==> src/hdl/pcom_pkg.sv <==
// shared types and constants for the periodic center of mass block
package pcom_pkg;

  localparam int POS_W  = 24;
  localparam int EXT_W  = 23;
  localparam int MASS_W = 16;
  localparam int SUM_W  = 56;
  localparam int MTOT_W = 32;
  localparam int AXES   = 3;

  // one quotient bit per divide step
  localparam int DIV_STEPS = SUM_W;
  localparam int CNT_W     = $clog2(DIV_STEPS);

  localparam int CFG_IDX_W = 2;
  localparam logic [CFG_IDX_W-1:0] CFG_BOX_X = 2'd0;
  localparam logic [CFG_IDX_W-1:0] CFG_BOX_Y = 2'd1;
  localparam logic [CFG_IDX_W-1:0] CFG_BOX_Z = 2'd2;

  typedef enum logic [2:0] {
    ST_ACCUM,
    ST_DRAIN,
    ST_LOAD,
    ST_DIVIDE,
    ST_SIGN,
    ST_WRAP,
    ST_OUTPUT
  } pcom_state_t;

  typedef struct packed {
    logic take;       // input transfer this cycle
    logic load;       // capture sums into the divider, clear group
    logic div_step;   // one restoring divide step
    logic sign;       // apply quotient sign
    logic wrap;       // wrap centroid against box center
    logic out_load;   // load the result register
  } pcom_cmd_t;

  typedef struct packed {
    logic group_end;  // last atom accumulates this cycle
    logic skip_div;   // single atom or zero mass group
    logic out_free;   // result register can take a new result
  } pcom_status_t;

endpackage

==> src/hdl/pcom_ctrl.sv <==
// controller state machine for the periodic center of mass block
module pcom_ctrl (
  input  logic                  clk,
  input  logic                  rst,
  input  logic                  in_valid,
  input  logic                  last_atom,
  input  pcom_pkg::pcom_status_t status,
  output logic                  in_stall,
  output pcom_pkg::pcom_cmd_t   cmd
);
  import pcom_pkg::*;

  pcom_state_t      state, state_next;
  logic [CNT_W-1:0] count, count_next;
  logic             take;

  assign take = in_valid && (state == ST_ACCUM);

  always_ff @(posedge clk) begin
    if (rst) begin
      state <= ST_ACCUM;
      count <= '0;
    end else begin
      state <= state_next;
      count <= count_next;
    end
  end

  always_comb begin
    state_next = state;
    case (state)
      ST_ACCUM:  if (take && last_atom) state_next = ST_DRAIN;
      ST_DRAIN:  if (status.group_end) state_next = ST_LOAD;
      ST_LOAD:   state_next = status.skip_div ? ST_OUTPUT : ST_DIVIDE;
      ST_DIVIDE: if (count == CNT_W'(DIV_STEPS - 1)) state_next = ST_SIGN;
      ST_SIGN:   state_next = ST_WRAP;
      ST_WRAP:   state_next = ST_OUTPUT;
      ST_OUTPUT: if (status.out_free) state_next = ST_ACCUM;
      default:   state_next = ST_ACCUM;
    endcase
  end

  always_comb begin
    count_next   = '0;
    in_stall     = (state != ST_ACCUM);
    cmd          = '0;
    cmd.take     = take;
    case (state)
      ST_LOAD:   cmd.load = 1'b1;
      ST_DIVIDE: begin
        cmd.div_step = 1'b1;
        count_next   = count + 1'b1;
      end
      ST_SIGN:   cmd.sign = 1'b1;
      ST_WRAP:   cmd.wrap = 1'b1;
      ST_OUTPUT: cmd.out_load = status.out_free;
      default:   cmd.load = 1'b0;
    endcase
  end

endmodule

==> config.mk <==
export PLATFORM = sky130hd
export DESIGN_NAME = pcom_ctrl
export DESIGN_NICKNAME = d
export VERILOG_FILES = /design/src/hdl/pcom_pkg.sv /design/src/hdl/pcom_ctrl.sv
export SDC_FILE = /design/constraint.sdc
export NUM_CORES = 1
export LEC_CHECK = 0
export BUFFER_PORTS_ARGS = -buffer_cell sky130_fd_sc_hd__buf_4
export CAP_MARGIN = 30
export CORE_AREA = 5 5 42 44
export CTS_CLUSTER_DIAMETER = 150
export DETAILED_ROUTE_END_ITERATION = 10
export DIE_AREA = 0 0 47 49
export SLEW_MARGIN = 10
export SYNTH_ARGS = -nofsm -noshare
export SYNTH_HDL_FRONTEND = slang
export SYNTH_SLANG_ARGS = --single-unit
==> constraint.sdc <==
create_clock -name clk -period 2 [get_ports clk]
set_input_delay 0.6 -clock clk [delete_from_list [all_inputs] [get_ports clk]]
set_output_delay 0.6 -clock clk [all_outputs]
set_load 0.005 [all_outputs]
==> flow_summary.yaml, run 1 <==
synth:
  ys_ff_latch: 9
  ys_seq_area_share_pct: 36.1
  synth_top_area_share_pct: 36.1
  syn_nets: 64
  syn_avg_cell_area_um2: 8.91
  ys_types: 25
  syn-instance-count: 56
  netlist_area_um2: 499
  synth.area.top_cells: "dfxtp_1, nand3b_1, nor3b_1, nand4bb_4, o21ai_0"
  synth_area_leader_cell: "dfxtp_1"
  yosysWarnings: 0
cts:
  clockBufferDepth: 2
  clock_latency_ns: 0.25
  cts_tree: "done"
  cts.sinks: 9
  h-tree-depth: 1
  cts.clk_slew.worst_paths_ns: 0.06
  cts.root.buffer_cell: "clkbuf_4"
  post_cts_buffers: 0
  cts_inserted_buffers: 3
detailed_routing:
  firstDrtPassIters: 3
  via_count: 441
  drtAntennaViolNets: 0
  drtIter0Drc: 11
  wl_per_cell_um: 11.2
  viasPerCell: 5.13
  wirelength_um: 964
  drcViolationCount: 0
pwr:
  p_per_area_nw_per_um2: 686
  ir_worst_vdd_mv: 0.244
  leakage_nw: 0.261
sta:
  finalHoldViolCount: 0
  setup_violations: 0
  rsz0062_at_grt: "false"
  hold_ws_ns: 0.450
  clock.fmax_mhz: 541
  fin_skew_ns: 0.00237
  finalCritPeriodShare_pct: 92.4
  setup_tns_ns: 0
  drv_slew: 0
  worst_pin_slew_ns: 0.270
  min_period_ns: 1.85
  max_slew_margin_pct: 81.8
global_routing:
  grt_pass1_wl_mm: 1.69
  grt_use_total_pct: 9.44
  grt_overflow: 0
  antenna_found_initial: 0
  grt_max_degree: 15
  grt_pass1_vias: 435
floorplanning:
  pin_count: 14
  start_util_pct: 35.6
  num_rows: 14
  die_y_um: 49
  die_area_um2: 2300
  die_w_um: 47
  core_area_um2: 1400
setup_path:
  end_kind: "output pin"
  path_max_fanout: 13
  crit_type: "reg2out"
  arrival_ns: 1.25
  critPathLaunchType: "flop"
  reg2reg_setup_slack_ns: 0.75
  cp_data_required_time_ns: 1.40
final_layout:
  antenna_cells: 0
  nNetsFinal: 79
  final_cell_mix: "buf_4, dfxtp_1, nor2_1"
  drive_gt1_share_pct: 28.6
  fill_cells: 151
  fin_area_um2: 628
  syn_to_final_growth_pct: 25.8
  final_common_cell: "buf_4"
  final_util_pct: 44.8
place:
  numPortBuffers: 13
  finalWeightedCongestion: 0.793
  place_area_um2: 599
  dpl.hpwl_um: 759
worst_hold_path:
  hp-class: "reg2reg"
job:
  maxCapViolCount: 0
outcome:
  outcome: "completed"
kinds of logic (layout without fill, tap and decap cells):
logic type | after synthesis | after routing | share of synthesized area (%)
simple gates | 27 | 27 | 36.3
xor+xnor | 3 | 3 | 5.26
compound gates | 11 | 11 | 14.0
fa+ha+maj | 1 | 1 | 2.51
buf+inv | 5 | 19 | 5.76
flops | 9 | 9 | 36.1
synthesized netlist by cell type:
cell	instances
nor2b_1	1
and3b_1	1
xnor2_1	1
dfxtp_1	9
a21oi_1	2
nand3b_1	4
xor2_1	2
nor3b_1	4
a211oi_1	1
or3_1	3
nand2_1	2
a211o_1	1
o21ai_0	4
ha_1	1
o22a_1	2
buf_2	2
and2_1	1
inv_1	1
nand3_1	3
nand4bb_4	1
a31oi_1	1
nor2_1	5
buf_4	2
nand4_1	1
and3_1	1
stage by stage:
stage	worst slack [ns]	power, mW	instances
CTS	0.0625	0.438	86
detailed placement	0.312	0.304	82
finish	0.152	0.431	86
floorplan	0.329	0.267	56
global placement	0.317	0.303	82
global route	0.0614	0.459	86
flip-flops by register name, indices dropped and copies added, names as in the netlist:
| name | count |
|---|---|
| count | 6 |
| state | 3 |
layout make-up:
type | count | area (um^2) | area share, %
Multi-Input combinational cell | 42 | 290 | 46.2
Sequential cell | 9 | 183 | 29.1
Timing Repair Buffer | 14 | 105 | 16.7
Clock buffer | 4 | 26.3 | 4.18
Tap cell | 16 | 20.0 | 3.19
Inverter | 1 | 3.75 | 0.598
final timing paths:
path,start,endpoint,depth (start not counted)
min,count[0]$_SDFF_PP0_,count[0]$_SDFF_PP0_,1
max,state[2]$_SDFFE_PP0P_,cmd[5],3
max reg2reg,state[0]$_SDFFE_PP0P_,state[0]$_SDFFE_PP0P_,4
min reg2reg,count[0]$_SDFF_PP0_,count[0]$_SDFF_PP0_,1
power by group:
part	internal (mW)	switching [mW]
Sequential	0.188	0.0212
Combinational	0.0564	0.0341
Clock	0.0763	0.0547
Total	0.321	0.110
timing repair:
action,CTS,global route
endpoints found under the setup margin,0,1
resized for setup,0,2
hold buffers,0,0
per-layer routing:
layer / routed length, um / global-route usage (%)
met1: 483 / 13.2
met5: 0 / 0
met4: 13 / 5.53
met2: 420 / 13.1
met3: 47 / 1.48
worst max-delay path, stage by stage (launching register included):
cell	delay, ns
dfxtp_2	0.38
or3_1	0.41
nor2_1	0.10
buf_4	0.12
Power figures use the tool's default switching activity.
==> inputs of run 2 (changes only) <==
--- a/config.mk
+++ b/config.mk
@@ -11,6 +11,7 @@
 export CTS_CLUSTER_DIAMETER = 150
 export DETAILED_ROUTE_END_ITERATION = 10
 export DIE_AREA = 0 0 47 49
+export SETUP_SLACK_MARGIN = 0.5
 export SLEW_MARGIN = 10
 export SYNTH_ARGS = -nofsm -noshare
 export SYNTH_HDL_FRONTEND = slang
==> run 2 against run 1 <==
Net effect: power rose by 13%; first-iteration DRC count fell by 82%; core utilization rose by 8.7 points; fmax rose by 3.3%; routed wire length rose by 20%; hold slack got worse by 0.0020 ns; clock power rose by 3%; critical path depth did not move; sequential cell count did not move; combinational power rose by 66%; critical endpoint unchanged; largest cell class unchanged; largest power group unchanged; highest routed layer unchanged.
==> flow_summary.yaml, run 2 (synthesis results as in run 1) <==
setup_path:
  path_max_fanout: 5
  crit_chain: "or3_4 > nor2_1 > buf_4"
  crit_type: "reg2out"
  critPathBufInv: 1
  cp_data_required_time_ns: 1.40
  critPathLaunchType: "flop"
  slowest_delay_ns: 0.38
  arrival_ns: 1.19
  critical-path-top-delay-family: "simple AND/OR/NAND/NOR gates"
  end_kind: "output pin"
  slowest_stage: "or3_4"
final_layout:
  nNetsFinal: 89
  final_cells: 96
  final_common_cell: "buf_4"
  drive_gt1_share_pct: 46.3
  fill_cells: 144
  top_register: "count"
  largest_reg_flops: 6
  final_cell_mix: "buf_4, dfxtp_1, nor2_1, o21ai_0, nand3b_1"
  antenna_cells: 0
  syn_to_final_growth_pct: 50.1
  top_regs: "count (6), state (3)"
job:
  maxCapViolCount: 0
floorplanning:
  die_area_um2: 2300
  core_area_um2: 1400
  die_y_um: 49
  start_util_pct: 35.6
  pin_count: 14
  die_w_um: 47
  num_rows: 14
sta:
  finalHoldViolCount: 0
  max_slew_margin_pct: 84.1
  clock.fmax_mhz: 559
  worst_slack_ns: 0.212
  drv_slew: 0
  worst_pin_slew_ns: 0.236
  finalCritPeriodShare_pct: 89.4
  hold_ws_ns: 0.448
  setup_violations: 0
  min_period_ns: 1.79
  rsz0062_at_grt: "true"
  setup_tns_ns: 0
  fin_skew_ns: 0.00114
detailed_routing:
  via_count: 489
  wirelength_mm: 1.16
  viasPerCell: 5.09
  drcViolationCount: 0
  drtIter0Drc: 2
  wl_per_cell_um: 12.0
  firstDrtPassIters: 2
  drtAntennaViolNets: 0
global_routing:
  antenna_found_initial: 0
  grt_overflow: 0
  grt_max_degree: 15
  grt_pass1_wl_mm: 1.90
  grt_pass1_vias: 439
  grt_use_total_pct: 11.5
cts:
  clock_latency_ns: 0.25
  clockBufferDepth: 2
  cts_tree: "done"
  cts.sinks: 9
  cts.root.buffer_cell: "clkbuf_4"
  cts_inserted_buffers: 3
  cts.clk_slew.worst_paths_ns: 0.06
  h-tree-depth: 1
place:
  finalWeightedCongestion: 0.692
  numPortBuffers: 13
  dpl.hpwl_um: 743
  place_inst: 81
  place_ws_ns: 0.283
pwr:
  p_per_area_nw_per_um2: 649
  p_int_mw: 0.359
  leakage_nw: 0.328
  ir_worst_vdd_mv: 0.469
  switchingPower_mw: 0.127
  comb_power_share_pct: 30.8
  clockPowerShare_pct: 27.7
  seq_power_share_pct: 41.5
  p_sw_share_pct: 26.2
outcome:
  outcome: "completed"
worst_hold_path:
  hp-class: "reg2reg"
[run 2: cell count changes in the layout (fill, tap and decap cells not counted)]
cell and change:
and2_1 -1, and2_4 +1, buf_4 +8, buf_6 +2, dfxtp_1 -1, dfxtp_2 -2, dfxtp_4 +3, nor2b_1 -1
nor2b_4 +1, nor3b_1 -3, nor3b_2 +3, or3_1 -1, or3_4 +1
[run 2: final cells by class]
class	count	area (um^2)	area share, %
tap	16	20.0	2.67
sequential	9	191	25.5
timing repair buffer	24	188	25.0
inverter	1	3.75	0.501
clock buffer	4	26.3	3.51
multi-input combinational	42	320	42.7
[run 2: worst reg2reg max path, delay by kind of cell, from the launching register on]
kind	cells	cell delay, ns
DFF	1	0.35
buffers and inverters	3	0.33
AOI/OAI and AO/OA	2	0.33
and+or+nand+nor	1	0.23
[run 2: path summary, 6_finish.rpt]
kind / cells after the start / startpoint / end / slack (ns)
min reg2reg: 1 / count[0]$_SDFF_PP0_ / count[0]$_SDFF_PP0_ / 0.45
min: 1 / count[0]$_SDFF_PP0_ / count[0]$_SDFF_PP0_ / 0.45
max: 3 / state[2]$_SDFFE_PP0P_ / cmd[5] / 0.21
max reg2reg: 6 / state[2]$_SDFFE_PP0P_ / state[0]$_SDFFE_PP0P_ / 0.66
[run 2: timing repair]
item	in CTS	in global routing
hold endpoints to repair	0	0
pin swaps	2	1
hold buffers	0	0
gates resized for setup	9	4
setup buffers	6	5
cloned	0	0
endpoints found under the setup margin	7	7
[run 2: power by group through the flow]
stage               Combinational (mW)  Sequential (mW)  Clock (mW)
finish                           0.150            0.202       0.135
global route                     0.164            0.202       0.156
CTS                              0.120            0.205       0.140
floorplan                       0.0784            0.203           0
global placement                0.0835            0.219           0
detailed placement              0.0847            0.220           0
[run 2: through the flow]
stage	total power, mW	utilization, %	cell area [um^2]
floorplan	0.281	-	522
global placement	0.303	42.7	598
detailed placement	0.304	42.7	598
CTS	0.465	49.8	698
global route	0.523	53.5	749
finish	0.486	53.5	749
[run 2: routing by layer]
layer / vias up / wire (um) / track usage, %
met5: - / 0 / 0
met1: 225 / 536 / 14.6
met4: 0 / 16 / 5.53
met3: 2 / 66 / 5.54
li1: 252 / - / -
met2: 10 / 537 / 15.8
